File: src/opfc_fifo.sv
// opfc_fifo: two-entry job queue between front and back
// depends on nothing
module opfc_fifo #(
	parameter int unsigned DATA_W = 32
) (
	input  logic              clk,
	input  logic              arst_n,
	input  logic              push,
	input  logic [DATA_W-1:0] wdata,
	output logic              full,
	input  logic              pop,
	output logic [DATA_W-1:0] rdata,
	output logic              empty
);

	logic [DATA_W-1:0] slot_q [2];
	logic              wr_q, rd_q;
	logic [1:0]        cnt_q;
	logic              do_push, do_pop;

	always_comb begin
		full    = cnt_q == 2'd2;
		empty   = cnt_q == 2'd0;
		rdata   = slot_q[rd_q];
		do_push = push && !full;
		do_pop  = pop && !empty;
	end

	// pointers and fill level
	always_ff @(posedge clk or negedge arst_n) begin
		if (!arst_n) begin
			wr_q  <= 1'b0;
			rd_q  <= 1'b0;
			cnt_q <= 2'd0;
		end else begin
			if (do_push) begin
				wr_q <= !wr_q;
			end
			if (do_pop) begin
				rd_q <= !rd_q;
			end
			case ({do_push, do_pop})
				2'b10:   cnt_q <= cnt_q + 2'd1;
				2'b01:   cnt_q <= cnt_q - 2'd1;
				default: cnt_q <= cnt_q;
			endcase
		end
	end

	always_ff @(posedge clk) begin
		if (do_push) begin
			slot_q[wr_q] <= wdata;
		end
	end

endmodule

File: config.mk
export PLATFORM = sky130hd
export DESIGN_NAME = opfc_fifo
export DESIGN_NICKNAME = d
export VERILOG_FILES = /design/src/opfc_fifo.sv
export SDC_FILE = /design/constraint.sdc
export NUM_CORES = 1
export LEC_CHECK = 0
export BUFFER_PORTS_ARGS = -buffer_cell sky130_fd_sc_hd__buf_4
export CORE_AREA = 8 8 85 87
export DETAILED_ROUTE_END_ITERATION = 8
export DIE_AREA = 0 0 93 95
export PLACE_DENSITY = 0.73
export SLEW_MARGIN = 20
export SYNTH_ARGS = -nofsm -noshare
export SYNTH_HDL_FRONTEND = slang
export SYNTH_SLANG_ARGS = --single-unit
File: constraint.sdc
create_clock -name clk -period 2.6 [get_ports clk]
set_input_delay 0.39 -clock clk [delete_from_list [all_inputs] [get_ports clk]]
set_output_delay 0.39 -clock clk [all_outputs]
set_load 0.01 [all_outputs]
==> flow_metrics.py, run 1 <==
metrics = {
    "status": {
        "status": "complete, no violations",
    },
    "synth": {
        "synth.area.top_cells": "edfxtp_1 72%, mux2_4 16%, dfrtp_1 3.8%",
        "ys_seq_elements": 68,
        "synth_cell_types": 15,
        "synth_area_um2": 2660,
        "synth_warnings": 0,
        "ys_seq_area_share_pct": 76.0,
        "avgSynthCellArea_um2": 22.5,
        "synth.net_count": 155,
        "netlist.area_leader.share_pct": 72.3,
        "synth_top_area_cell": "edfxtp_1",
        "syn_inst": 118,
    },
    "detailed_routing": {
        "num_vias": 1294,
        "route.detailed.drc": 0,
        "postRouteAntennaNets": 0,
        "wl_per_cell_um": 16.9,
        "firstDrtPassIters": 5,
        "wirelength_mm": 4.74,
        "via_per_inst": 4.62,
        "drt_iter0_markers": 41,
    },
    "clock_tree": {
        "cts_sinks": 68,
        "insertion_delay_ns": 0.32,
        "clk_pin_slew_ns": 0.07,
        "numCtsBuffers": 9,
        "cts_tree": "built",
        "post-cts-setup-buffers": 0,
        "clockBufferDepth": 2,
        "cts_max_level": 3,
        "clockRootBuffer": "clkbuf_8",
    },
    "timing": {
        "setup_violations": 0,
        "max_freq_mhz": 446,
        "finalWorstSetupSlack_ns": 0.356,
        "tightest_slew_ns": 0.604,
        "rsz0062_at_grt": "no",
        "min_period_ns": 2.24,
        "skew_ns": 0.00557,
        "fin_setup_tns_ns": 0,
        "max-slew-margin-rel_pct": 59.8,
        "finalHoldViolations": 0,
        "finalCritPeriodShare_pct": 86.3,
        "finalMaxSlewViolations": 0,
    },
    "die": {
        "initial_utilization_pct": 45.7,
        "dieArea_um2": 8840,
        "io_pins": 70,
        "core-area_um2": 5820,
        "die_h_um": 95,
        "die-width_um": 93,
        "num_rows": 28,
    },
    "worst_hold_path": {
        "min_path_type": "in2reg",
        "hold_depth": 1,
    },
    "grt": {
        "grt_usage_pct": 10.9,
        "grt_overflow": 0,
        "antenna_found_initial": 0,
        "grt_pass1_vias": 1450,
        "grt_start_max_net_pins": 22,
        "grt_pass1_wl_mm": 7.16,
    },
    "power_and_ir_drop": {
        "p_per_area_nw_per_um2": 1090,
        "leakage_nw": 1.39,
        "p_total_mw": 3.72,
        "ir_worst_vdd_mv": 0.625,
    },
    "critical_path": {
        "r2r.worst_path.cells": 4,
        "end_kind": "output port",
        "cp_data_required_time_ns": 2.21,
        "start_kind": "register",
        "crit_fanout": 20,
        "criticalPathCategory": "reg2out",
        "critPathArrivalTime_ns": 1.85,
    },
    "finish": {
        "n_fill_cell": 469,
        "finalNonFillerCells": 280,
        "antenna_cells": 0,
        "multi_input_comb_area_um2": 569,
        "drive_gt1_share_pct": 59.5,
        "nets": 237,
        "final-seq-area_um2": 2020,
        "syn_to_final_growth_pct": 28.9,
    },
    "placement": {
        "pre_cts_slack_ns": 0.673,
        "portBuffers": 69,
        "place_congestion": 0.693,
        "hpwlAfterDp_mm": 3.56,
        "placedCellCount": 263,
    },
    "job": {
        "drv_cap": 0,
    },
}
## through the flow
| step | util [%] | hold slack [ns] | area (µm²) |
|---|---|---|---|
| after global placement | 55.8 | 0.190 | 3250 |
| final | 59.0 | 0.252 | 3430 |
| after floorplan | - | 0.0944 | 2660 |
| after global routing | 59.0 | 0.225 | 3430 |
| after detailed placement | 55.8 | 0.191 | 3250 |
| after CTS | 59.0 | 0.229 | 3430 |
## cell usage in the layout (no fill, tap or decap), drive strengths merged, types with 2 or more instances in the layout
cell and instances:
nor2 3, edfxtp 64, clkinv 2, dfrtp 4
clkbuf 14, xor2 2, buf 74, xnor2 3
mux2 32
## per-layer routing
metal / GRT usage (%) / share of wire [%]
met5: 0 / 0
met4: 3.62 / 0.19
met3: 6.43 / 10
met2: 18.0 / 51
met1: 11.4 / 39
## synthesized netlist by cell type
| cell type | count |
|---|---|
| nor2b_2 | 1 |
| ha_1 | 1 |
| mux2_4 | 29 |
| buf_6 | 1 |
| and3_1 | 1 |
| nand2b_1 | 1 |
| nand2_1 | 1 |
| edfxtp_1 | 64 |
| dfrtp_1 | 4 |
| xor2_1 | 2 |
| xnor2_1 | 3 |
| mux2_2 | 3 |
| inv_1 | 1 |
| buf_12 | 3 |
| nor2_1 | 3 |
## critical path, cell delays in order, from the launching register on
cell     delay [ns]
dfrtp_2        0.76
buf_4          0.29
mux2_2         0.34
buf_4          0.14
## final timing paths
| check | from | endpoint | slack [ns] |
|---|---|---|---|
| setup / recovery | rd_q$_DFFE_PN0P_ | rdata[29] | 0.36 |
| hold / removal | wdata[6] | slot_q[1][6]$_DFFE_PP_ | 0.25 |
| setup reg to reg | cnt_q[0]$_DFFE_PN0P_ | slot_q[0][21]$_DFFE_PP_ | 0.85 |
| hold reg to reg | cnt_q[1]$_DFFE_PN0P_ | cnt_q[1]$_DFFE_PN0P_ | 0.51 |
| max in group asynchronous | arst_n | rd_q$_DFFE_PN0P_ | 2.09 |
| min in group asynchronous | arst_n | cnt_q[0]$_DFFE_PN0P_ | 0.39 |
## power by group
part | switching, mW | total (mW) | leakage (nW) | internal [mW]
Clock | 0.335 | 0.731 | 0.0905 | 0.396
Sequential | 0.163 | 1.67 | 0.640 | 1.50
Combinational | 0.554 | 1.32 | 0.664 | 0.771
Total | 1.05 | 3.72 | 1.39 | 2.67
## registers in the layout (all words and copies together), names as in the netlist
signal and count:
slot_q 64, rd_q 1, cnt_q 2, wr_q 1
## what timing repair did
action,in CTS,in global routing
endpoints found under the hold margin,4,0
resized for setup,0,0
hold buffers,1,0
## layout make-up
cell class,instances,area share (%)
sequential,68,59.0
clock buffer,14,4.74
timing repair buffer,75,16.5
inverter,1,0.109
tap,75,2.74
multi-input combinational,45,16.6
clock inverter,2,0.292
## cell families after synthesis
group         Yosys count  synth area share [%]
xor+xnor                5                  1.65
fa+ha+maj               1                 0.471
buf+inv                 5                  2.82
flops                  68                  76.0
mux                    32                  17.6
simple gates            7                  1.36
No activity file was read; power rests on OpenSTA's default activity.
==> run 2: changes to the inputs <==
Settings changed: HOLD_SLACK_MARGIN set to 0.1, MAX_ROUTING_LAYER set to met4.
==> run 2 against run 1 <==
Sequential power is essentially flat. Cell area unchanged. Critical path depth unchanged. Register-to-register slack is essentially flat. Non-clock buffer count did not move. Global-route usage increased by 0.36 points. First-iteration DRC count decreased by 15%. Clock skew is essentially flat. Cell count is the same. Critical path type unchanged. Highest routed layer unchanged.
==> flow_metrics.py, run 2 (synthesis results as in run 1) <==
metrics = {
    "die": {
        "core-area_um2": 5820,
        "io_pins": 70,
        "initial_utilization_pct": 45.7,
        "die_h_um": 95,
        "dieArea_um2": 8840,
        "num_rows": 28,
        "die-width_um": 93,
    },
    "clock_tree": {
        "numCtsBuffers": 9,
        "cts_max_level": 3,
        "cts_tree": "built",
        "hold_buffers": 1,
        "clockBufferDepth": 2,
        "clk_pin_slew_ns": 0.06,
        "insertion_delay_ns": 0.32,
        "cts_sinks": 68,
        "clockRootBuffer": "clkbuf_8",
        "post-cts-setup-buffers": 0,
        "ctsResizeCount": 0,
    },
    "detailed_routing": {
        "wl_per_cell_um": 16.9,
        "firstDrtPassIters": 5,
        "postRouteAntennaNets": 0,
        "drt_iter0_markers": 35,
        "num_vias": 1294,
        "wirelength_mm": 4.74,
        "via_per_inst": 4.62,
        "route.detailed.drc": 0,
    },
    "grt": {
        "grt_start_max_net_pins": 22,
        "grt_pass1_vias": 1450,
        "grt_pass1_wl_mm": 7.17,
        "grt_overflow": 0,
        "antenna_found_initial": 0,
        "grt_usage_pct": 11.3,
    },
    "power_and_ir_drop": {
        "ir_worst_vdd_mv": 0.629,
        "leakage_nw": 1.39,
        "p_total_mw": 3.72,
        "p_per_area_nw_per_um2": 1090,
    },
    "finish": {
        "drive_gt1_share_pct": 59.5,
        "antenna_cells": 0,
        "syn_to_final_growth_pct": 28.9,
        "largest_reg_flops": 64,
        "top_regs": "slot_q (64), cnt_q (2)",
        "final_cell_mix": "74 x buf_4, 64 x edfxtp_1, 29 x mux2_4",
        "multi_input_comb_area_um2": 569,
        "n_fill_cell": 469,
        "final_common_cell": "buf_4",
        "finalNonFillerCells": 280,
        "top_register": "slot_q",
        "nets": 237,
        "final-seq-area_um2": 2020,
    },
    "timing": {
        "tightest_slew_ns": 0.609,
        "finalMaxSlewViolations": 0,
        "max_freq_mhz": 445,
        "rsz0062_at_grt": "no",
        "min_period_ns": 2.25,
        "finalCritPeriodShare_pct": 86.5,
        "setup_violations": 0,
        "max-slew-margin-rel_pct": 59.4,
        "finalHoldViolations": 0,
        "skew_ns": 0.00571,
        "fin_setup_tns_ns": 0,
    },
    "critical_path": {
        "crit_chain": "buf_4, mux2_2, buf_4",
        "path_common_cell": "buf_4",
        "slowest_stage": "dfrtp_2",
        "end_kind": "output port",
        "startpoint": "rd_q$_DFFE_PN0P_",
        "r2r_end": "slot_q[0][21]$_DFFE_PP_",
        "cp_data_required_time_ns": 2.21,
        "crit_fanout": 20,
        "ff2ff_setup_slack_ns": 0.86,
        "crit_family": "flip-flops",
        "crit_end": "rdata[29]",
        "max_stage_delay_ns": 0.76,
        "r2r-start": "cnt_q[0]$_DFFE_PN0P_",
        "cp_num_cells": 3,
        "criticalPathCategory": "reg2out",
        "critPathBufInv": 2,
        "critPathArrivalTime_ns": 1.86,
        "r2r.worst_path.cells": 4,
        "start_kind": "register",
    },
    "job": {
        "drv_cap": 0,
    },
    "placement": {
        "hpwlAfterDp_mm": 3.56,
        "portBuffers": 69,
        "place_congestion": 0.700,
        "placedCellCount": 263,
    },
    "status": {
        "status": "complete, no violations",
    },
    "worst_hold_path": {
        "min_path_type": "in2reg",
    },
}
[run 2: cell counts in the layout (fill, tap and decap cells not counted)]
Identical to the previous run, type by type.
[run 2: worst min-delay path by stage]
stage               startpoint                       to  slack [ns]  cells after the start
global route          wdata[9]   slot_q[0][9]$_DFFE_PP_        0.23                      1
floorplan               arst_n     cnt_q[0]$_DFFE_PN0P_        0.09                      0
finish               wdata[22]  slot_q[0][22]$_DFFE_PP_        0.25                      1
CTS                   wdata[6]   slot_q[1][6]$_DFFE_PP_        0.23                      1
global placement        arst_n     cnt_q[0]$_DFFE_PN0P_        0.19                      1
detailed placement      arst_n     cnt_q[1]$_DFFE_PN0P_        0.19                      1
[run 2: layer usage]
metal	up-vias	global-route usage, %	routed length (µm)
met4	0	3.62	8
met5	-	-	0
li1	616	-	-
met1	622	12.1	1940
met2	54	18.0	2410
met3	2	5.40	382
[run 2: layout make-up]
cell class              instances  area share, %
repair buffers                 75           16.5
inverters                       1          0.109
multi-input cells              45           16.6
flip-flops and latches         68           59.0
well taps                      75           2.74
clock buffers                  14           4.74
clock inverters                 2          0.292
[run 2: worst register-to-register path, stage by stage (launching register included)]
cell and delay [ns]:
dfrtp_1 0.42, nand2b_1 0.16, nand2_1 0.14, nor2_4 0.33, buf_4 0.36
[run 2: power breakdown]
part,total (mW),leakage (nW),internal [mW],switching (mW)
Sequential,1.67,0.640,1.50,0.164
Clock,0.731,0.0905,0.396,0.335
Combinational,1.32,0.664,0.771,0.553
[run 2: per-stage QoR]
step	util (%)	area (µm²)	setup slack, ns	hold WS (ns)
after global placement	55.8	3250	0.701	0.190
after floorplan	-	2660	0.188	0.0944
after detailed placement	55.8	3250	0.673	0.191
final	59.0	3430	0.351	0.251
after CTS	59.0	3430	0.308	0.229
after global routing	59.0	3430	0.235	0.225
