File: src/opfc_pkg.sv
// opfc_pkg: shared types, constants and byte functions of the ogg page framer
// holds the page job descriptor, the crc-32 byte step and the header byte mux
// no dependencies
package opfc_pkg;

	localparam int unsigned HDR_FIXED = 27;
	localparam int unsigned LACE_MAX  = 255;
	localparam int unsigned SEG_LIMIT = 255;
	localparam int unsigned IDX_W     = 9;

	localparam logic [31:0] CRC_POLY     = 32'h04C1_1DB7;
	localparam logic [31:0] CRC_TOP      = 32'h8000_0000;
	localparam logic [31:0] SERIAL_RESET = 32'h5241_5054;
	localparam logic [7:0]  OGG_VERSION  = 8'h00;
	localparam logic [7:0]  CAPTURE [4]  = '{8'h4F, 8'h67, 8'h67, 8'h53};

	// one closed page as handed from front to back
	typedef struct packed {
		logic        fail;
		logic [7:0]  hdr_type;
		logic [63:0] granule;
		logic [31:0] seq;
		logic [7:0]  nseg;
		logic [7:0]  rem;
	} page_job_t;

	// msb-first crc-32 over one byte, no reflection
	function automatic logic [31:0] crc_byte(input logic [31:0] crc, input logic [7:0] b);
		logic [31:0] c;
		c = crc ^ {b, 24'h000000};
		for (int k = 0; k < 8; k++) begin
			c = ((c & CRC_TOP) != 32'h0) ? ((c << 1) ^ CRC_POLY) : (c << 1);
		end
		return c;
	endfunction

	// header or segment table byte at position idx
	function automatic logic [7:0] hdr_byte(input logic [IDX_W-1:0] idx, input page_job_t job,
		input logic [31:0] serial, input logic [31:0] crc);
		logic [IDX_W-1:0] off;
		logic [7:0]       seg;
		logic [7:0]       b;
		off = idx;
		seg = 8'h00;
		b   = 8'h00;
		if (idx < IDX_W'(4)) begin
			b = CAPTURE[idx[1:0]];
		end else if (idx == IDX_W'(4)) begin
			b = OGG_VERSION;
		end else if (idx == IDX_W'(5)) begin
			b = job.hdr_type;
		end else if (idx < IDX_W'(14)) begin
			off = idx - IDX_W'(6);
			b = job.granule[{off[2:0], 3'b000} +: 8];
		end else if (idx < IDX_W'(18)) begin
			off = idx - IDX_W'(14);
			b = serial[{off[1:0], 3'b000} +: 8];
		end else if (idx < IDX_W'(22)) begin
			off = idx - IDX_W'(18);
			b = job.seq[{off[1:0], 3'b000} +: 8];
		end else if (idx < IDX_W'(26)) begin
			off = idx - IDX_W'(22);
			b = crc[{off[1:0], 3'b000} +: 8];
		end else if (idx == IDX_W'(26)) begin
			b = job.nseg;
		end else begin
			// full lacing entries, then the remainder entry
			seg = 8'(idx - IDX_W'(HDR_FIXED));
			b = (seg < job.nseg - 8'd1) ? 8'(LACE_MAX) : job.rem;
		end
		return b;
	endfunction

endpackage

File: src/opfc_if.sv


interface opfc_out_if;
	logic       valid;
	logic       ready;
	logic [7:0] out_byte;
	logic       status;
	logic       last_out;

	modport source (output valid, out_byte, status, last_out, input ready);
	modport sink (input valid, out_byte, status, last_out, output ready);
endinterface

File: src/opfc_back.sv
// opfc_back: runs the page crc over header, segment table and stored payload,
// then sends header or error bytes; depends on opfc_pkg and opfc_out_if
module opfc_back #(
	parameter int unsigned PAGE_BYTES = 4096,
	localparam int unsigned CNT_W  = $clog2(PAGE_BYTES + 1),
	localparam int unsigned ADDR_W = $clog2(PAGE_BYTES),
	localparam int unsigned IDX_W  = opfc_pkg::IDX_W
) (
	input  logic                clk,
	input  logic                arst_n,
	input  logic                job_valid,
	output logic                pop,
	input  opfc_pkg::page_job_t job,
	input  logic [CNT_W-1:0]    len,
	input  logic [31:0]         serial,
	output logic [ADDR_W-1:0]   rd_addr,
	input  logic [7:0]          rd_data,
	output logic                store_free,
	opfc_out_if.source          header
);

	typedef enum logic [4:0] {
		ST_IDLE = 5'b00001,
		ST_HDR  = 5'b00010,
		ST_PAY  = 5'b00100,
		ST_EMIT = 5'b01000,
		ST_ERR  = 5'b10000
	} state_t;

	state_t              state_q;
	opfc_pkg::page_job_t job_q;
	logic [CNT_W-1:0]    len_q;
	logic [CNT_W-1:0]    issue_q;
	logic                rvld_s1;
	logic [31:0]         crc_q;
	logic [IDX_W-1:0]    idx_q;
	logic                hv_q;
	logic [7:0]          out_byte_q;
	logic                status_q;
	logic                last_q;
	logic [IDX_W-1:0]    total;
	logic                idx_last;
	logic                slot_free;
	logic                send;
	logic                walk_done;
	logic [7:0]          crc_in_byte;
	logic [7:0]          emit_byte;

	always_comb begin
		pop         = (state_q == ST_IDLE) && job_valid;
		total       = IDX_W'(opfc_pkg::HDR_FIXED) + IDX_W'(job_q.nseg);
		idx_last    = idx_q == total - IDX_W'(1);
		slot_free   = !hv_q || header.ready;
		send        = ((state_q == ST_EMIT) || (state_q == ST_ERR)) && slot_free;
		walk_done   = (issue_q == len_q) && !rvld_s1;
		store_free  = (pop && job.fail) || ((state_q == ST_PAY) && walk_done);
		rd_addr     = issue_q[ADDR_W-1:0];
		crc_in_byte = opfc_pkg::hdr_byte(idx_q, job_q, serial, 32'h0);
		emit_byte   = opfc_pkg::hdr_byte(idx_q, job_q, serial, crc_q);
	end

	assign header.valid    = hv_q;
	assign header.out_byte = out_byte_q;
	assign header.status   = status_q;
	assign header.last_out = last_q;

	// page sequencer with output register
	always_ff @(posedge clk or negedge arst_n) begin
		if (!arst_n) begin
			state_q    <= ST_IDLE;
			job_q      <= '0;
			len_q      <= '0;
			issue_q    <= '0;
			rvld_s1    <= 1'b0;
			crc_q      <= 32'h0;
			idx_q      <= '0;
			hv_q       <= 1'b0;
			out_byte_q <= 8'h00;
			status_q   <= 1'b0;
			last_q     <= 1'b0;
		end else begin
			// output slot: refilled on a send, emptied when taken
			if (send) begin
				hv_q <= 1'b1;
			end else if (header.ready) begin
				hv_q <= 1'b0;
			end
			unique case (state_q)
				ST_IDLE: begin
					if (job_valid) begin
						job_q   <= job;
						len_q   <= len;
						crc_q   <= 32'h0;
						idx_q   <= '0;
						state_q <= job.fail ? ST_ERR : ST_HDR;
					end
				end
				ST_HDR: begin
					// header with zeroed crc field, then segment table
					crc_q <= opfc_pkg::crc_byte(crc_q, crc_in_byte);
					if (idx_last) begin
						idx_q   <= '0;
						issue_q <= '0;
						rvld_s1 <= 1'b0;
						state_q <= ST_PAY;
					end else begin
						idx_q <= idx_q + IDX_W'(1);
					end
				end
				ST_PAY: begin
					// addresses are issued ahead of the registered read; its data arrives in the next cycle
					if (issue_q != len_q) begin
						issue_q <= issue_q + CNT_W'(1);
						rvld_s1 <= 1'b1;
					end else begin
						rvld_s1 <= 1'b0;
					end
					if (rvld_s1) begin
						crc_q <= opfc_pkg::crc_byte(crc_q, rd_data);
					end
					if (walk_done) begin
						state_q <= ST_EMIT;
					end
				end
				ST_EMIT: begin
					if (slot_free) begin
						out_byte_q <= emit_byte;
						status_q   <= 1'b0;
						last_q     <= idx_last;
						if (idx_last) begin
							state_q <= ST_IDLE;
						end else begin
							idx_q <= idx_q + IDX_W'(1);
						end
					end
				end
				ST_ERR: begin
					if (slot_free) begin
						out_byte_q <= 8'h00;
						status_q   <= 1'b1;
						last_q     <= 1'b1;
						state_q    <= ST_IDLE;
					end
				end
				default: state_q <= ST_IDLE;
			endcase
		end
	end

endmodule

File: src/flat_wrapper.sv
// flat-port wrapper written by rule: the top's interface ports become plain ports
module opfc_back_flat 
#(
	parameter int unsigned PAGE_BYTES = 4096,
	localparam int unsigned CNT_W  = $clog2(PAGE_BYTES + 1),
	localparam int unsigned ADDR_W = $clog2(PAGE_BYTES),
	localparam int unsigned IDX_W  = opfc_pkg::IDX_W
)
  (clk, arst_n, job_valid, pop, job, len, serial, rd_addr, rd_data, store_free, header_valid, header_out_byte, header_status, header_last_out, header_ready);
  opfc_out_if header_i ();
  input  logic clk;
  input  logic arst_n;
  input  logic job_valid;
  output logic pop;
  input  opfc_pkg::page_job_t job;
  input  logic [CNT_W-1:0] len;
  input  logic [31:0] serial;
  output logic [ADDR_W-1:0] rd_addr;
  input  logic [7:0] rd_data;
  output logic store_free;
  output wire logic [$bits(header_i.valid)-1:0] header_valid;
  output wire logic [$bits(header_i.out_byte)-1:0] header_out_byte;
  output wire logic [$bits(header_i.status)-1:0] header_status;
  output wire logic [$bits(header_i.last_out)-1:0] header_last_out;
  input wire logic [$bits(header_i.ready)-1:0] header_ready;
  assign header_valid = header_i.valid;
  assign header_out_byte = header_i.out_byte;
  assign header_status = header_i.status;
  assign header_last_out = header_i.last_out;
  assign header_i.ready = header_ready;
  opfc_back #(.PAGE_BYTES(PAGE_BYTES)) u_core (.clk(clk), .arst_n(arst_n), .job_valid(job_valid), .pop(pop), .job(job), .len(len), .serial(serial), .rd_addr(rd_addr), .rd_data(rd_data), .store_free(store_free), .header(header_i));
endmodule
File: config.mk
export PLATFORM = sky130hd
export DESIGN_NAME = opfc_back_flat
export DESIGN_NICKNAME = d
export VERILOG_FILES = /design/src/opfc_pkg.sv /design/src/opfc_if.sv /design/src/opfc_back.sv /design/src/flat_wrapper.sv
export SDC_FILE = /design/constraint.sdc
export NUM_CORES = 1
export LEC_CHECK = 0
export BUFFER_PORTS_ARGS = -buffer_cell sky130_fd_sc_hd__buf_2
export CAP_MARGIN = 25
export CORE_MARGIN = 5
export CORE_UTILIZATION = 50
export CTS_CLUSTER_DIAMETER = 100
export DETAILED_ROUTE_END_ITERATION = 7
export PLACE_DENSITY_LB_ADDON = 0.25
export SLEW_MARGIN = 20
export SYNTH_ARGS = -nofsm -noshare
export SYNTH_HDL_FRONTEND = slang
export SYNTH_SLANG_ARGS = --single-unit
File: constraint.sdc
create_clock -name clk -period 6.4 [get_ports clk]
set_clock_uncertainty 0.1 [all_clocks]
set_input_delay 0.32 -clock clk [delete_from_list [all_inputs] [get_ports clk]]
set_output_delay 0.32 -clock clk [all_outputs]
set_load 0.01 [all_outputs]
==> summary by stage <==
Outcome
The flow ran to the end, and the final reports show no timing, DRC or antenna violations.

Synth
The post-synthesis adder-cell area fraction is 2.08%. By area the synthesized netlist is led by sky130_fd_sc_hd__dfrtp_1 (40%), sky130_fd_sc_hd__mux2_2 (12%), sky130_fd_sc_hd__xnor2_1 (7.6%). The synthesized design contains 204 register bits.

The complex-gate fraction of the synthesized area is 12.2%. The fraction of post-synthesis cell area in the top cell type by area is 40.2%. A synthesized cell averages 11.2 sq um.

Sequential cells were found to cover 40.4% of the synthesized design area. The number of nets in the synthesized netlist is 1324. The area of the mapped netlist is 12600 sq um. During synthesis, Yosys emitted a total of 0 warnings. The synthesized netlist devotes 9.33% of its cell area to simple gates.

The most used flip-flop cell after synthesis is sky130_fd_sc_hd__dfrtp_1. In the synthesized netlist the async set-or-reset flop fraction comes to 100%. The number of synthesized flops with an enable pin is 0.

Of the total synthesized cell area, the portion taken by XOR and XNOR cells is 12.9%. The instance count of the mapped netlist is 1125. The mux share of post-synthesis cell area is 19.5%.

The largest area contributor in the netlist is sky130_fd_sc_hd__dfrtp_1. After synthesis, the largest family of logic cells by area is multiplexers. The most common cell in the synthesized netlist is sky130_fd_sc_hd__dfrtp_1. By count the netlist is led by sky130_fd_sc_hd__dfrtp_1 (203), sky130_fd_sc_hd__mux2_2 (133), sky130_fd_sc_hd__xnor2_1 (109).

The synthesized netlist contains 85 unique library cells.

STA
Setup repair after global routing left no endpoint under its margin. After layout, the worst setup slack is 1.03 ns. The slew of the pin with the lowest slew margin is 0.945 ns. The highest achievable clock rate is 186 MHz. The time the final worst path needs with I/O delays and setup is 5.37 ns. The final number of max-transition violations is 0.

The summed negative setup slack over all endpoints is 0 ns. The share of the clock period used by the worst path after layout is 83.9%. The number of hold violations in the final report is 0. The number of setup violations in the final report is 0. The worst pin sits at a relative slew slack of 36.8%.

Place
The quantity of I/O buffers inserted on ports is 202. Before CTS, the worst setup slack after placement is 1.16 ns. Detailed placement ended at an HPWL of 25500 um. The total instance count after detailed placement is 1598. The weighted congestion reported at the end of routability-driven placement is 0.960.

CTS
Clock tree synthesis found a total of 204 sinks. Buffers inserted during clock tree synthesis total 25. Clock latency on the worst-skew pair, taken at its later pin, is 0.54 ns. The number of hold buffers added after CTS was 136. Buffers added to address setup during post-CTS repair amount to 0. The post-CTS resize count is 0. The clock tree from TritonCTS is built. After clock tree synthesis, the clock-pin slew on the worst setup and hold paths is 0.06 ns. CTS built an H-tree with a depth of 1. The number of buffers on the longest clock path is 3. Clock tree synthesis selected as its root buffer the cell sky130_fd_sc_hd__clkbuf_16.

Setup path
Walking the worst path, the cells encountered are inv_1 -> ha_1 -> a21oi_1 -> nor2_1 -> nor3_1 -> xor2_1 -> ha_1 -> nand4_1 -> o21bai_1 -> a2111oi_0 -> o21ai_0 -> a211oi_4 -> xor2_2 -> xor2_1 -> and3_1 -> o41ai_2. The largest individual stage delay along the critical path comes from the cell sky130_fd_sc_hd__dfrtp_1. Together, buffers and inverters on the worst path number 1. The nature of the critical path endpoint is a flip-flop.

The highest fanout seen on the critical path is 17. The required time at the endpoint of the critical path is 6.74 ns. The kind of start point of the critical path is a flip-flop. The largest delay contributor family on the critical path is compound AO/OA/AOI/OAI gates. In this design, the stage delay of the slowest critical-path cell is 0.74 ns. The critical path start-end classification is reg2reg. Data on the critical path arrives at its endpoint at 5.71 ns.

Global routing
The number of antenna violations at the first check in global routing is 5. In the global route stage, met2 resource usage came out at 44.4%. The global-route wire length before repair is 60400 um. For met1 alone, demand over resource in global routing was 35.2%. The maximum number of pins on one net before global-route repair is 140. The routing usage on met3 is 4.95%. For this run, the total global-route usage over all layers was measured as 26.7%. The most used routing layer in global routing is met2. The global route total overflow is 0. The via count of the first global-routing pass is 10800.

Run
The number of maximum-capacitance constraint violations is 0.

Detailed routing
The count of nets left with antenna violations once routing finished came out at 0. The via count of the routed design is 10200. After detailed routing, the total wire length is 38100 um. For this run, the detailed router's first-pass iteration total came to 6. The number of vias per cell is 5.74.

The routed length per instance is 21.4 um. For this block, the initial DRC count from the detailed router was 824. For this run, design rule violations remaining after detail routing come to 0.

Power and ir drop
The total leakage power is 6.85 nW. For this design the ratio of total power to cell area is 454 nW/um^2. Across the VDD grid, the largest voltage drop is 0.273 mV.

Die
The number of standard-cell rows in the floorplan is 58. The vertical extent of the die is 169 um. The top-level port count is 203. The horizontal die dimension is 169 um. The initial utilization of the core area, before any placement, comes to 50.5%. The placeable core area is 25000 sq um. The floorplan step defined a die boundary enclosing 28500 sq um.

Final layout
The net count of the finished layout is 1630. The count of filler cells inserted in the layout is 1947. For this run, the share of the core covered by cells in the final layout is 64.1%. Of the cells placed in the final design, the portion with a size suffix greater than 1 is 32.5%.

The final cell count without fillers is 1780. The area growth from synthesis to layout is 26.9%.

Min path
The class of the most critical hold timing path is in2reg.
-- final cells by class --
| type | instances | area, sq um | area share [%] |
|---|---|---|---|
| multi-input combinational | 825 | 7110 | 44.3 |
| sequential | 204 | 5110 | 31.9 |
| timing repair buffer | 355 | 2540 | 15.8 |
| clock buffer | 35 | 703 | 4.38 |
| tap | 330 | 413 | 2.57 |
| clock inverter | 7 | 81.3 | 0.507 |
| inverter | 20 | 75.1 | 0.468 |
| antenna | 4 | 10.0 | 0.0624 |
-- worst min-delay path, cell delays in order --
cell and delay (ns):
sky130_fd_sc_hd__buf_2 0.07, sky130_fd_sc_hd__nand2b_1 0.15, sky130_fd_sc_hd__nand2_1 0.07
-- logic make-up after synthesis --
family,after synthesis
compound gates,228
xor+xnor,164
fa+ha+maj,21
buf+inv,96
flops,204
mux,180
simple gates,232
-- through the flow --
stage,hold slack (ns),power [W],cell area [sq um]
3_5_place_dp,0.235,0.00576,13900
4_1_cts,0.00391,0.00724,16000
2_1_floorplan,-0.0756,0.00490,12600
5_1_grt,0.0401,0.00773,16000
6_report,0.0186,0.00729,16000
3_3_place_gp,0.236,0.00568,13800
-- sequential cells by signal, summed over array words and instances (netlist names) --
register,count
u_core.header.last_out,1
u_core.header.out_byte,8
u_core.job_q,120
u_core.crc_q,32
u_core.len_q,13
u_core.rvld_s1,1
u_core.header.valid,1
u_core.state_q,5
u_core.issue_q,13
u_core.idx_q,9
u_core.header.status,1
-- report_power, final --
group | switching, W | total (W) | leakage (nW) | internal, W
clock network | 0.000567 | 0.00137 | 0.384 | 0.000806
logic | 0.00175 | 0.00358 | 3.96 | 0.00183
registers | 0.000491 | 0.00234 | 2.51 | 0.00185
-- placed cells by master, fill, tap and decap left out, types with 5 or more instances in the layout --
cell	Yosys	layout
sky130_fd_sc_hd__xnor2_1	109	109
sky130_fd_sc_hd__clkbuf_8	0	5
sky130_fd_sc_hd__a22oi_1	15	15
sky130_fd_sc_hd__nor2_1	57	56
sky130_fd_sc_hd__nand3_1	14	14
sky130_fd_sc_hd__buf_4	14	14
sky130_fd_sc_hd__nand2_1	78	78
sky130_fd_sc_hd__a22o_1	6	6
sky130_fd_sc_hd__ha_1	21	21
sky130_fd_sc_hd__xnor2_2	5	5
sky130_fd_sc_hd__a21oi_1	40	40
sky130_fd_sc_hd__o22ai_1	10	10
sky130_fd_sc_hd__mux4_2	40	40
sky130_fd_sc_hd__nor2b_1	8	8
sky130_fd_sc_hd__o21a_1	5	5
sky130_fd_sc_hd__o21ai_1	11	11
sky130_fd_sc_hd__o211ai_1	8	8
sky130_fd_sc_hd__a31oi_1	7	7
sky130_fd_sc_hd__buf_2	11	202
sky130_fd_sc_hd__xor2_1	37	37
sky130_fd_sc_hd__o21ai_0	62	62
sky130_fd_sc_hd__nand4_1	5	5
sky130_fd_sc_hd__and3_1	8	8
sky130_fd_sc_hd__dfrtp_1	203	201
sky130_fd_sc_hd__clkbuf_1	47	6
sky130_fd_sc_hd__xor2_2	5	5
sky130_fd_sc_hd__mux2_2	133	133
sky130_fd_sc_hd__clkbuf_16	0	25
sky130_fd_sc_hd__o31ai_1	9	9
sky130_fd_sc_hd__mux2i_1	7	7
sky130_fd_sc_hd__nor3_1	8	8
sky130_fd_sc_hd__inv_1	19	19
sky130_fd_sc_hd__xnor3_1	6	6
sky130_fd_sc_hd__or3_1	7	7
sky130_fd_sc_hd__nand2b_1	8	8
sky130_fd_sc_hd__and3b_1	5	5
sky130_fd_sc_hd__dlygate4sd3_1	0	136
-- routing by layer --
layer / vias to the layer above / part of all wire, %
met5: - / 0.029
met4: 2 / 3.5
met3: 88 / 7.1
met2: 392 / 48
met1: 5044 / 41
li1: 4693 / -
-- path summary, 6_finish.rpt --
kind                                           startpoint                        end  slack, ns  cells after the start
worst max-delay path                      u_core.idx_q[2]           u_core.crc_q[28]       1.03                     16
worst min-delay path                         header_ready        u_core.header.valid       0.02                      3
worst max register to register            u_core.idx_q[2]           u_core.crc_q[28]       1.03                     16
worst min register to register  u_core.header.out_byte[5]  u_core.header.out_byte[5]       0.38                      2
max in group asynchronous                          arst_n            u_core.len_q[2]       4.79                      3
min in group asynchronous                          arst_n            u_core.crc_q[9]       0.22                      2
Note: power is estimated with default switching activity, not from simulation.
